**config.mk**
```make
export PLATFORM = sky130hd
export DESIGN_NAME = double_ended_queue_core_flat
export DESIGN_NICKNAME = d
export VERILOG_FILES = /design/src/sv/deq_pkg.sv /design/src/sv/deq_if.sv /design/src/sv/double_ended_queue_core.sv /design/src/sv/deq_ram.sv /design/src/flat_wrapper.sv
export SDC_FILE = /design/constraint.sdc
export NUM_CORES = 1
export LEC_CHECK = 0
export ABC_AREA = 1
export BUFFER_PORTS_ARGS = -buffer_cell sky130_fd_sc_hd__buf_2
export CAP_MARGIN = 20
export CORE_AREA = 2 2 255 307
export CTS_BUF_LIST = sky130_fd_sc_hd__clkbuf_2 sky130_fd_sc_hd__clkbuf_4 sky130_fd_sc_hd__clkbuf_8
export DETAILED_ROUTE_END_ITERATION = 10
export DIE_AREA = 0 0 257 309
export PLACE_DENSITY = 0.61
export SLEW_MARGIN = 20
export SYNTH_ARGS = -nofsm -noshare
export SYNTH_HDL_FRONTEND = slang
export SYNTH_SLANG_ARGS = --single-unit
```
**constraint.sdc**
```tcl
create_clock -name i_clk -period 6.02 [get_ports i_clk]
set_clock_uncertainty 0.05 [all_clocks]
set_input_delay 0.602 -clock i_clk [delete_from_list [all_inputs] [get_ports i_clk]]
set_output_delay 0.602 -clock i_clk [all_outputs]
set_load 0.03 [all_outputs]
```
**src/sv/deq_pkg.sv**
```systemverilog
// Shared types and operation/status codes for the double-ended queue.
package deq_pkg;

    typedef logic [2:0]         t_func;
    typedef logic [1:0]         t_status;
    typedef logic signed [31:0] t_word;

    localparam int WORD_W = 32;

    localparam t_func FUNC_PUSH_FRONT = 3'd0;
    localparam t_func FUNC_PUSH_BACK  = 3'd1;
    localparam t_func FUNC_POP_FRONT  = 3'd2;
    localparam t_func FUNC_POP_BACK   = 3'd3;
    localparam t_func FUNC_SHOW       = 3'd4;
    localparam t_func FUNC_CLEAR      = 3'd5;

    localparam t_status ST_OK    = 2'd0;
    localparam t_status ST_EMPTY = 2'd1;
    localparam t_status ST_FULL  = 2'd2;

endpackage

```
**src/sv/deq_if.sv**
```systemverilog
// Command and response channel interfaces of the double-ended queue.
interface deq_cmd_if;
    logic            valid;
    logic            ready;
    deq_pkg::t_func  func;
    deq_pkg::t_word  value;

    modport source (output valid, output func, output value, input ready);
    modport sink   (input valid, input func, input value, output ready);
endinterface

interface deq_rsp_if;
    logic             valid;
    logic             ready;
    deq_pkg::t_word   item;
    deq_pkg::t_status status;
    logic             last;

    modport source (output valid, output item, output status, output last, input ready);
    modport sink   (input valid, input item, input status, input last, output ready);
endinterface

```
**src/sv/double_ended_queue_core.sv**
```systemverilog
// Double-ended queue core: ring store in RAM with front index and entry count.
//
// Usage:
//   i_cmd carries one word per operation (func, value). o_rsp returns result
//   words (item, status, last); last marks the final result of a command.
//   Push and clear answer from the command itself: the result is in the
//   output register in the cycle after acceptance, and a new command may
//   follow in the next cycle if the receiver takes the result.
//   Pop reads the entry RAM, whose read data is registered: the word passes
//   through S_POP into the output register, and no command is taken meanwhile.
//   Show streams the live entries front to back, one per cycle from the RAM
//   read port while the receiver takes them; an empty queue gives one report.
//   Unused func codes are accepted and produce no result.
//   A command is accepted only while no multi-cycle command is in flight and
//   the output register is empty or being taken in the same cycle.
//   When the receiver stalls, the output register holds its word and the
//   RAM read data holds as well, so a stalled show resumes where it stopped.
//   Reset clears the state, the front index, the count and the output valid; the RAM is
//   not cleared since an entry is read only after it was written.
module double_ended_queue_core #(
    parameter int CAPACITY = 16
) (
    input  logic      i_clk,
    input  logic      i_rst_n,
    deq_cmd_if.sink   i_cmd,
    deq_rsp_if.source o_rsp
);
    import deq_pkg::*;

    localparam int IW = $clog2(CAPACITY);
    localparam int CW = $clog2(CAPACITY + 1);
    localparam int SW = CW + 1;

    localparam logic [1:0] S_IDLE = 2'd0;
    localparam logic [1:0] S_POP  = 2'd1;
    localparam logic [1:0] S_SHOW = 2'd2;

    // Wrap front + offset into the ring; the sum stays below twice the capacity.
    function automatic logic [IW-1:0] ring(input logic [IW-1:0] base,
                                           input logic [CW-1:0] off);
        logic [SW-1:0] sum;
        sum = SW'(base) + SW'(off);
        if (sum >= SW'(CAPACITY)) begin
            sum = sum - SW'(CAPACITY);
        end
        return sum[IW-1:0];
    endfunction

    logic [1:0]    r_state, n_state;
    logic [IW-1:0] r_front, n_front;
    logic [CW-1:0] r_count, n_count;
    logic [CW-1:0] r_off,   n_off;
    logic          r_ov,    n_ov;
    t_word         r_item,  n_item;
    t_status       r_status, n_status;
    logic          r_last,  n_last;

    logic              out_free;
    logic              accept;
    logic              is_full;
    logic              is_empty;
    logic              show_last;
    logic              ram_we;
    logic [IW-1:0]     ram_waddr;
    logic              ram_re;
    logic [IW-1:0]     ram_raddr;
    logic [WORD_W-1:0] ram_rdata;

    deq_ram #(
        .WIDTH (WORD_W),
        .DEPTH (CAPACITY)
    ) u_ram (
        .i_clk   (i_clk),
        .i_we    (ram_we),
        .i_waddr (ram_waddr),
        .i_wdata (i_cmd.value),
        .i_re    (ram_re),
        .i_raddr (ram_raddr),
        .o_rdata (ram_rdata)
    );

    // The output register can take a word when empty or drained this cycle.
    assign out_free    = !r_ov || o_rsp.ready;
    assign i_cmd.ready = (r_state == S_IDLE) && out_free;
    assign accept      = i_cmd.valid && i_cmd.ready;
    assign is_full     = (r_count == CW'(CAPACITY));
    assign is_empty    = (r_count == '0);
    assign show_last   = ((r_off + CW'(1)) == r_count);

    always_comb begin
        n_state   = r_state;
        n_front   = r_front;
        n_count   = r_count;
        n_off     = r_off;
        n_ov      = r_ov && !o_rsp.ready;
        n_item    = r_item;
        n_status  = r_status;
        n_last    = r_last;
        ram_we    = 1'b0;
        ram_waddr = r_front;
        ram_re    = 1'b0;
        ram_raddr = r_front;

        unique case (r_state)
            S_IDLE: begin
                if (accept) begin
                    unique case (i_cmd.func) inside
                        FUNC_PUSH_FRONT, FUNC_PUSH_BACK: begin
                            n_ov   = 1'b1;
                            n_last = 1'b1;
                            if (is_full) begin
                                // Drop the value, leave the queue alone.
                                n_item   = '0;
                                n_status = ST_FULL;
                            end else begin
                                n_item   = i_cmd.value;
                                n_status = ST_OK;
                                ram_we   = 1'b1;
                                n_count  = r_count + CW'(1);
                                if (i_cmd.func == FUNC_PUSH_FRONT) begin
                                    n_front   = ring(r_front, CW'(CAPACITY - 1));
                                    ram_waddr = n_front;
                                end else begin
                                    ram_waddr = ring(r_front, r_count);
                                end
                            end
                        end
                        FUNC_POP_FRONT, FUNC_POP_BACK: begin
                            if (is_empty) begin
                                n_ov     = 1'b1;
                                n_item   = '0;
                                n_status = ST_EMPTY;
                                n_last   = 1'b1;
                            end else begin
                                // Issue the read now; S_POP delivers the word once the output register is free.
                                ram_re  = 1'b1;
                                n_count = r_count - CW'(1);
                                n_state = S_POP;
                                if (i_cmd.func == FUNC_POP_FRONT) begin
                                    ram_raddr = r_front;
                                    n_front   = ring(r_front, CW'(1));
                                end else begin
                                    ram_raddr = ring(r_front, r_count - CW'(1));
                                end
                            end
                        end
                        FUNC_SHOW: begin
                            if (is_empty) begin
                                n_ov     = 1'b1;
                                n_item   = '0;
                                n_status = ST_EMPTY;
                                n_last   = 1'b1;
                            end else begin
                                ram_re    = 1'b1;
                                ram_raddr = r_front;
                                n_off     = '0;
                                n_state   = S_SHOW;
                            end
                        end
                        FUNC_CLEAR: begin
                            n_count  = '0;
                            n_front  = '0;
                            n_ov     = 1'b1;
                            n_item   = '0;
                            n_status = ST_OK;
                            n_last   = 1'b1;
                        end
                        default: begin
                        end
                    endcase
                end
            end
            S_POP: begin
                // Hold the read data until the output register frees up.
                if (out_free) begin
                    n_ov     = 1'b1;
                    n_item   = ram_rdata;
                    n_status = ST_OK;
                    n_last   = 1'b1;
                    n_state  = S_IDLE;
                end
            end
            S_SHOW: begin
                // Move one entry out and fetch the next in the same cycle.
                if (out_free) begin
                    n_ov     = 1'b1;
                    n_item   = ram_rdata;
                    n_status = ST_OK;
                    n_last   = show_last;
                    if (show_last) begin
                        n_state = S_IDLE;
                    end else begin
                        ram_re    = 1'b1;
                        ram_raddr = ring(r_front, r_off + CW'(1));
                        n_off     = r_off + CW'(1);
                    end
                end
            end
            default: begin
                n_state = S_IDLE;
            end
        endcase
    end

    always_ff @(posedge i_clk) begin
        if (!i_rst_n) begin
            r_state <= S_IDLE;
            r_front <= '0;
            r_count <= '0;
            r_ov    <= 1'b0;
        end else begin
            r_state <= n_state;
            r_front <= n_front;
            r_count <= n_count;
            r_ov    <= n_ov;
        end
    end

    always_ff @(posedge i_clk) begin
        r_off    <= n_off;
        r_item   <= n_item;
        r_status <= n_status;
        r_last   <= n_last;
    end

    assign o_rsp.valid  = r_ov;
    assign o_rsp.item   = r_item;
    assign o_rsp.status = r_status;
    assign o_rsp.last   = r_last;
endmodule

```
**src/sv/deq_ram.sv**
```systemverilog
// Generic single-write, single-read RAM with registered read data.
module deq_ram #(
    parameter int WIDTH = 32,
    parameter int DEPTH = 16
) (
    input  logic                     i_clk,
    input  logic                     i_we,
    input  logic [$clog2(DEPTH)-1:0] i_waddr,
    input  logic [WIDTH-1:0]         i_wdata,
    input  logic                     i_re,
    input  logic [$clog2(DEPTH)-1:0] i_raddr,
    output logic [WIDTH-1:0]         o_rdata
);
    logic [WIDTH-1:0] r_mem [DEPTH];
    logic [WIDTH-1:0] r_rdata;

    always_ff @(posedge i_clk) begin
        if (i_we) begin
            r_mem[i_waddr] <= i_wdata;
        end
        if (i_re) begin
            r_rdata <= r_mem[i_raddr];
        end
    end

    assign o_rdata = r_rdata;
endmodule

```
**src/flat_wrapper.sv**
```systemverilog
// flat-port wrapper written by rule: the top's interface ports become plain ports
module double_ended_queue_core_flat import deq_pkg::*;
#(
    parameter int CAPACITY = 16
)
  (i_clk, i_rst_n, i_cmd_valid, i_cmd_func, i_cmd_value, i_cmd_ready, o_rsp_valid, o_rsp_item, o_rsp_status, o_rsp_last, o_rsp_ready);
  deq_cmd_if i_cmd_i ();
  deq_rsp_if o_rsp_i ();
  input  logic i_clk;
  input  logic i_rst_n;
  input wire logic [$bits(i_cmd_i.valid)-1:0] i_cmd_valid;
  input wire logic [$bits(i_cmd_i.func)-1:0] i_cmd_func;
  input wire logic [$bits(i_cmd_i.value)-1:0] i_cmd_value;
  output wire logic [$bits(i_cmd_i.ready)-1:0] i_cmd_ready;
  output wire logic [$bits(o_rsp_i.valid)-1:0] o_rsp_valid;
  output wire logic [$bits(o_rsp_i.item)-1:0] o_rsp_item;
  output wire logic [$bits(o_rsp_i.status)-1:0] o_rsp_status;
  output wire logic [$bits(o_rsp_i.last)-1:0] o_rsp_last;
  input wire logic [$bits(o_rsp_i.ready)-1:0] o_rsp_ready;
  assign i_cmd_i.valid = i_cmd_valid;
  assign i_cmd_i.func = i_cmd_func;
  assign i_cmd_i.value = i_cmd_value;
  assign i_cmd_ready = i_cmd_i.ready;
  assign o_rsp_valid = o_rsp_i.valid;
  assign o_rsp_item = o_rsp_i.item;
  assign o_rsp_status = o_rsp_i.status;
  assign o_rsp_last = o_rsp_i.last;
  assign o_rsp_i.ready = o_rsp_ready;
  double_ended_queue_core #(.CAPACITY(CAPACITY)) u_core (.i_clk(i_clk), .i_rst_n(i_rst_n), .i_cmd(i_cmd_i), .o_rsp(o_rsp_i));
endmodule
```
Yosys cells after proc, flatten, opt, wreduce, memory -nomap -nowiden
Memories as Yosys holds them, arrays and structs flattened. A register that Yosys moved wholly into a read port is not among the register bits.
Cells that the tools add are included.
{"block": "word_totals", "ramBits": 512, "memories": 1, "register_bits": 52}
{"block": "classes", "eq_ne": 27, "add_sub_neg": 13, "magnitude_cmp": 5, "reduce_logical": 24, "mux": 73}
{"memory": "u_core.u_ram.r_mem", "depth": 16, "word_bits": 32, "rd": 1, "rd_ports_with_merged_regs": 1, "write_ports": 1, "line_no": "deq_ram.sv:14", "text": "logic [WIDTH-1:0] r_mem [DEPTH];"}
{"cell": "$mux W32", "count": 4}
{"cell": "$pmux W32 S3", "count": 1}
{"cell": "$mux W4", "count": 20}
{"cell": "$pmux W32 S2", "count": 1}
{"cell": "$mux W5", "count": 7}
{"cell": "$sub A4 B1 Y4 const B", "count": 5}
{"cell": "$add A4 B5 Y6", "count": 3}
{"cell": "$ge A6 B5 Y1 const B", "count": 3}
{"cell": "$mux W1", "count": 18}
{"cell": "$mux W2", "count": 9}
{"cell": "$pmux W5 S3", "count": 1}
{"cell": "$ne A2 B1 Y1 const B", "count": 7}
{"cell": "$reduce_and A7 Y1", "count": 2}
{"cell": "$ne A3 B3 Y1 const B", "count": 4}
{"cell": "$pmux W2 S3", "count": 2}
{"cell": "$pmux W4 S3", "count": 1}
{"cell": "$reduce_and A6 Y1", "count": 2}
{"cell": "$add A5 B1 Y5 const B", "count": 2}
{"cell": "$ge A5 B5 Y1 const B", "count": 2}
{"cell": "$ne A2 B2 Y1 const B", "count": 5}
{"cell": "$pmux W5 S2", "count": 1}
{"cell": "$reduce_and A5 Y1", "count": 2}
{"cell": "$pmux W1 S2", "count": 4}
{"cell": "$pmux W2 S2", "count": 2}
{"cell": "24 further kinds", "count": 34}

Longest topological paths before layout
{"block": "depth", "ltp_word": 9, "depth_mapped": 21, "mapped_depth_nobuf": 19}

Hierarchy
A second synthesis with hierarchy kept.
{"block": "unflattened", "hier_cells": 2553, "hier_area_um2": 26515.4}
{"module": "deq_ram", "area_per_inst_um2": 23050.9, "cells_per_inst": 2120, "n_inst": 1}
{"module": "double_ended_queue_core", "area_per_inst_um2": 3464.6, "cells_per_inst": 433, "n_inst": 1}

Least setup slack after synthesis
OpenSTA, ideal clock, no wires.
{"block": "synth_timing", "kind": "reg-to-reg", "from": "register u_core.r_state[0]", "to": "register u_core.r_item[0] (netlist: u_core.o_rsp.item[0]) (enable)", "setup_slack_ns": 1.045, "synth_period_minus_slack_ns": 4.975, "stages_incl_launch_ff": 8, "required_time_ns": 5.459, "path_buffers": 1, "t_arrival_ns": 4.414, "setup_time_ns": 0.511, "cell_sequence": "dfxtp_1 -> inv_1 -> ha_1 -> clkbuf_1 -> inv_1 -> nand2_1 -> o21ai_0 -> nor4_1"}
{"block": "synth_between", "elab_chain_cells": 5}
{"element": "start: declaration", "line_no": "double_ended_queue_core.sv:49", "text": "logic [1:0] r_state, n_state;"}
{"element": "start signal: assignment", "line_no": "double_ended_queue_core.sv:212", "text": "r_state <= n_state;"}
{"element": "$logic_not A2 Y1", "line_no": "double_ended_queue_core.sv:84, double_ended_queue_core.sv:104"}
{"element": "$logic_and A1 B1 Y1", "line_no": "double_ended_queue_core.sv:84", "text": "assign i_cmd.ready = (r_state == S_IDLE) && out_free;"}
{"element": "$logic_and A1 B1 Y1", "line_no": "double_ended_queue_core.sv:85", "text": "assign accept = i_cmd.valid && i_cmd.ready;"}
{"element": "$ne A2 B1 Y1 (no source line)"}
{"element": "$reduce_and A5 Y1 (no source line) *"}
{"element": "end signal: assignment", "line_no": "double_ended_queue_core.sv:221", "text": "r_item <= n_item;"}
{"element": "end: declaration", "line_no": "double_ended_queue_core.sv:54", "text": "t_word r_item, n_item;"}
Mark *: on every way between the ends. The rest lies on a longest branch, timed or not.
A chain may end at the register's enable or synchronous reset.

Worst setup path after layout
{"block": "layout_timing", "from": "register u_core.r_count[1]", "to": "register u_core.u_ram.r_rdata[25] (netlist: u_core.u_ram.o_rdata[25]), read port of u_core.u_ram.r_mem (data pin)"}
{"block": "layout_between", "elab_chain_cells": 9}
{"element": "start: declaration", "line_no": "double_ended_queue_core.sv:51", "text": "logic [CW-1:0] r_count, n_count;"}
{"element": "start signal: assignment", "line_no": "double_ended_queue_core.sv:214", "text": "r_count <= n_count;"}
{"element": "$sub A5 B1 Y5", "line_no": "double_ended_queue_core.sv:143", "text": "ram_raddr = ring(r_front, r_count - CW'(1));"}
{"element": "$add A4 B5 Y6", "line_no": "double_ended_queue_core.sv:42", "text": "sum = SW'(base) + SW'(off);"}
{"element": "$ge A6 B5 Y1 or $sub A4 B1 Y4 (tied branches)", "line_no": "double_ended_queue_core.sv:43, double_ended_queue_core.sv:44"}
{"element": "$mux W4", "line_no": "double_ended_queue_core.sv:43", "text": "if (sum >= SW'(CAPACITY)) begin"}
{"element": "$mux W4", "line_no": "double_ended_queue_core.sv:139", "text": "if (i_cmd.func == FUNC_POP_FRONT) begin"}
{"element": "$mux W4", "line_no": "double_ended_queue_core.sv:129", "text": "if (is_empty) begin"}
{"element": "$mux W4"}
{"element": "$mux W4", "line_no": "double_ended_queue_core.sv:106", "text": "if (accept) begin"}
{"element": "$pmux W4 S2", "line_no": "double_ended_queue_core.sv:104", "text": "unique case (r_state)"}
{"element": "end: declaration", "line_no": "deq_ram.sv:15", "text": "logic [WIDTH-1:0] r_rdata;"}
Parallel ways exist; a longest one is shown, timed or not.

==> results.sh <==
export IMPL_status="completed"
export IMPL_crit_chain="inv_1 -> ha_1 -> nand3_1 -> nand4_2 -> o21ai_1 -> a21oi_1 -> nor2_1 -> nand2_8 -> nand2_8 -> buf_12 -> nand2_1 -> nand3_1 -> nand3_1 -> nand3_1 -> nand2_1"
export IMPL_cp_arrival_ns=4.61
export IMPL_die_height_um=309
export IMPL_post_synth_num_cell_types=42
export IMPL_dieArea_um2=79400
export IMPL_drive_above_1_share=0.116
export IMPL_reg2reg_depth=15
export IMPL_cts_clk_slew_worst_paths_ns=0.07
export IMPL_antenna_found_initial=4
export IMPL_grtUsageTotal=0.180
export IMPL_ys_ff_latch=596
export IMPL_setup_tns_ns=0
export IMPL_drc=0
export IMPL_hold_path_class="input port to flip-flop"
export IMPL_synthArstFlopShare=0
export IMPL_grt_overflow_total=0
export IMPL_netlist_area_um2=26600
export IMPL_crit_family="simple AND/OR/NAND/NOR gates"
export IMPL_core_um2=76200
export IMPL_worst_path_most_repeated_cell="nand3_1"
export IMPL_slew_viol_final=0
export IMPL_yosysTopAreaCell="edfxtp_1"
export IMPL_max_slew_margin=0.260
export IMPL_routed_via_density=5.01
export IMPL_placed_area_um2=27900
export IMPL_pwr_density_cell_nw_per_um2=357
export IMPL_crit_path_end="u_core.u_ram.o_rdata[25]"
export IMPL_period_share=0.703
export IMPL_fmax_ghz=0.236
export IMPL_critical_path_class="flip-flop to flip-flop"
export IMPL_first_pass_iters=5
export IMPL_synth_top_area_frac=0.660
export IMPL_cts_root_buf="clkbuf_8"
export IMPL_fin_cells=3665
export IMPL_fin_area_um2=29700
export IMPL_worstSetupPathDepth=15
export IMPL_cts_tree="done"
export IMPL_r2r_start="u_core.r_count[1]"
export IMPL_post_place_cells=3505
export IMPL_rows=111
export IMPL_wl_per_cell_um=19.6
export IMPL_drtIter0Drc=1654
export IMPL_initial_core_util=0.348
export IMPL_grt_max_degree=163
export IMPL_htreeDepth=3
export IMPL_hold_viol_final=0
export IMPL_hold_buffers=0
export IMPL_synth_nets=2578
export IMPL_grt_pass1_wl_mm=109
export IMPL_critical_path_slowest_cell="nand2_8"
export IMPL_critical_path_required_ns=6.40
export IMPL_crit_fanout=110
export IMPL_yosys_top_cells_count="nand2_1, nand3_1, edfxtp_1"
export IMPL_synth_edf_count=584
export IMPL_wirelength_mm=71.9
export IMPL_vias=18400
export IMPL_io_pins=76
export IMPL_nNetsFinal=2641
export IMPL_drtAntennaViolNets=0
export IMPL_worst_path_buf_inv=2
export IMPL_r2r_slack_ns=1.79
export IMPL_postSynthAreaPerCell_um2=10.6
export IMPL_post_cts_buffers=0
export IMPL_clock_path_buffers=3
export IMPL_rsz0062_at_grt="no"
export IMPL_cp_startpoint="u_core.r_count[1]"
export IMPL_p_leak_uw=0.0119
export IMPL_setup_viol=0
export IMPL_irDropWorstVdd_v=0.000176
export IMPL_cts_buffers=90
export IMPL_critPathCaptureType="flip-flop"
export IMPL_cts_sinks=596
export IMPL_clk_latency_ns=0.68
export IMPL_cp_start_kind="flip-flop"
export IMPL_die_x_um=257
export IMPL_slowest_delay_ns=0.59
export IMPL_ys_seq_area_frac=0.669
export IMPL_max_cap_violations=0
export IMPL_dp_hpwl_mm=37.3
export IMPL_portBuffers=75
export IMPL_worst_slew_pin_slew_ns=1.11
export IMPL_period_minus_slack_ns=4.23
export IMPL_synth_area_leaders="edfxtp_1, nand3_1, nand2_1, inv_1, buf_2"
export IMPL_cts_resized=0
export IMPL_grt_pass1_vias=17700
export IMPL_synth_flop_cell="edfxtp_1"
export IMPL_synth_most_common_cell="nand2_1"
export IMPL_syn_inst=2517
export IMPL_gp_congestion=0.875
export IMPL_synth_yosys_warnings=0
export IMPL_area_growth_pct=11.8
export IMPL_timing_rr_end="u_core.u_ram.o_rdata[25]"
per-stage QoR:
step / setup slack (ns) / hold WS [ns] / total power, uW / util
after detailed placement: 1.83 / 0.450 / 7380 / 0.366
after global placement: 1.79 / 0.444 / 7370 / 0.366
after global routing: 1.42 / 0.159 / 11100 / 0.389
final: 1.79 / 0.189 / 10600 / 0.389
after floorplan: 1.05 / 0.422 / 6710 / -
after CTS: 1.79 / 0.128 / 10700 / 0.389
cell usage in the layout (no fill, tap or decap), types with 7 or more instances in the layout:
cell / synthesis / layout
xnor2_1: 7 / 7
inv_1: 301 / 300
dfxtp_1: 12 / 12
buf_2: 64 / 75
nand3_1: 597 / 596
buf_4: 5 / 38
xor2_1: 8 / 8
edfxtp_1: 584 / 584
nor2_4: 1 / 18
clkbuf_8: 0 / 95
inv_2: 11 / 11
ha_1: 19 / 18
clkinv_1: 3 / 21
a21oi_1: 24 / 24
clkbuf_4: 0 / 33
nor2_1: 46 / 29
nand2_1: 659 / 658
o21ai_0: 53 / 52
worst min path at each step:
stage                            startpoint                 end  depth (start not counted)
after global placement    u_core.r_state[1]   u_core.r_state[1]                          2
after floorplan           u_core.r_state[1]   u_core.r_state[1]                          2
after CTS                           i_rst_n   u_core.r_front[3]                          3
after detailed placement  u_core.r_state[1]   u_core.r_state[1]                          2
final                               i_rst_n   u_core.r_front[3]                          3
after global routing                i_rst_n  u_core.o_rsp.valid                          2
state kept, by name, summed over array words and instances, names as in the netlist:
register and cells:
u_core.r_off 5, u_core.u_ram.o_rdata 32, u_core.r_state 2, u_core.r_front 4, u_core.o_rsp.item 32, u_core.u_ram.r_mem 512, u_core.o_rsp.valid 1, u_core.o_rsp.status 2
u_core.o_rsp.last 1, u_core.r_count 5
worst min-delay path, stage by stage:
cell and delay [ns]:
buf_2 0.15, o21ai_0 0.08, a21oi_1 0.04
metal layers:
| metal | wire (um) | global-route usage |
|---|---|---|
| met4 | 2210 | 0.0788 |
| met1 | 29700 | 0.230 |
| met5 | 21 | 0 |
| met2 | 35300 | 0.306 |
| met3 | 4680 | 0.0250 |
where the power goes:
group | switching, uW | internal, uW
Combinational | 1820 | 650
Sequential | 58.7 | 4760
Clock | 1560 | 1750
cells by family (layout without fill, tap and decap cells):
logic type      after synthesis  in the layout  synth area share
simple gates               1327           1327             0.219
flops                       596            596             0.669
buf+inv                     460            589            0.0753
compound gates               97             97            0.0199
fa+ha+maj                    22             22            0.0112
xor+xnor                     15             15           0.00495
other cells                   0              2                 0
area by class of cell:
class	instances	area, um2
Sequential cell	596	17800
Clock inverter	30	195
Tap cell	1017	1270
Multi-Input combinational cell	1461	6980
Fill cell	7363	46600
Inverter	315	1180
Antenna cell	2	5.00
Clock buffer	128	1560
Timing Repair Buffer	116	721
Note: power is estimated with default switching activity, not from simulation.
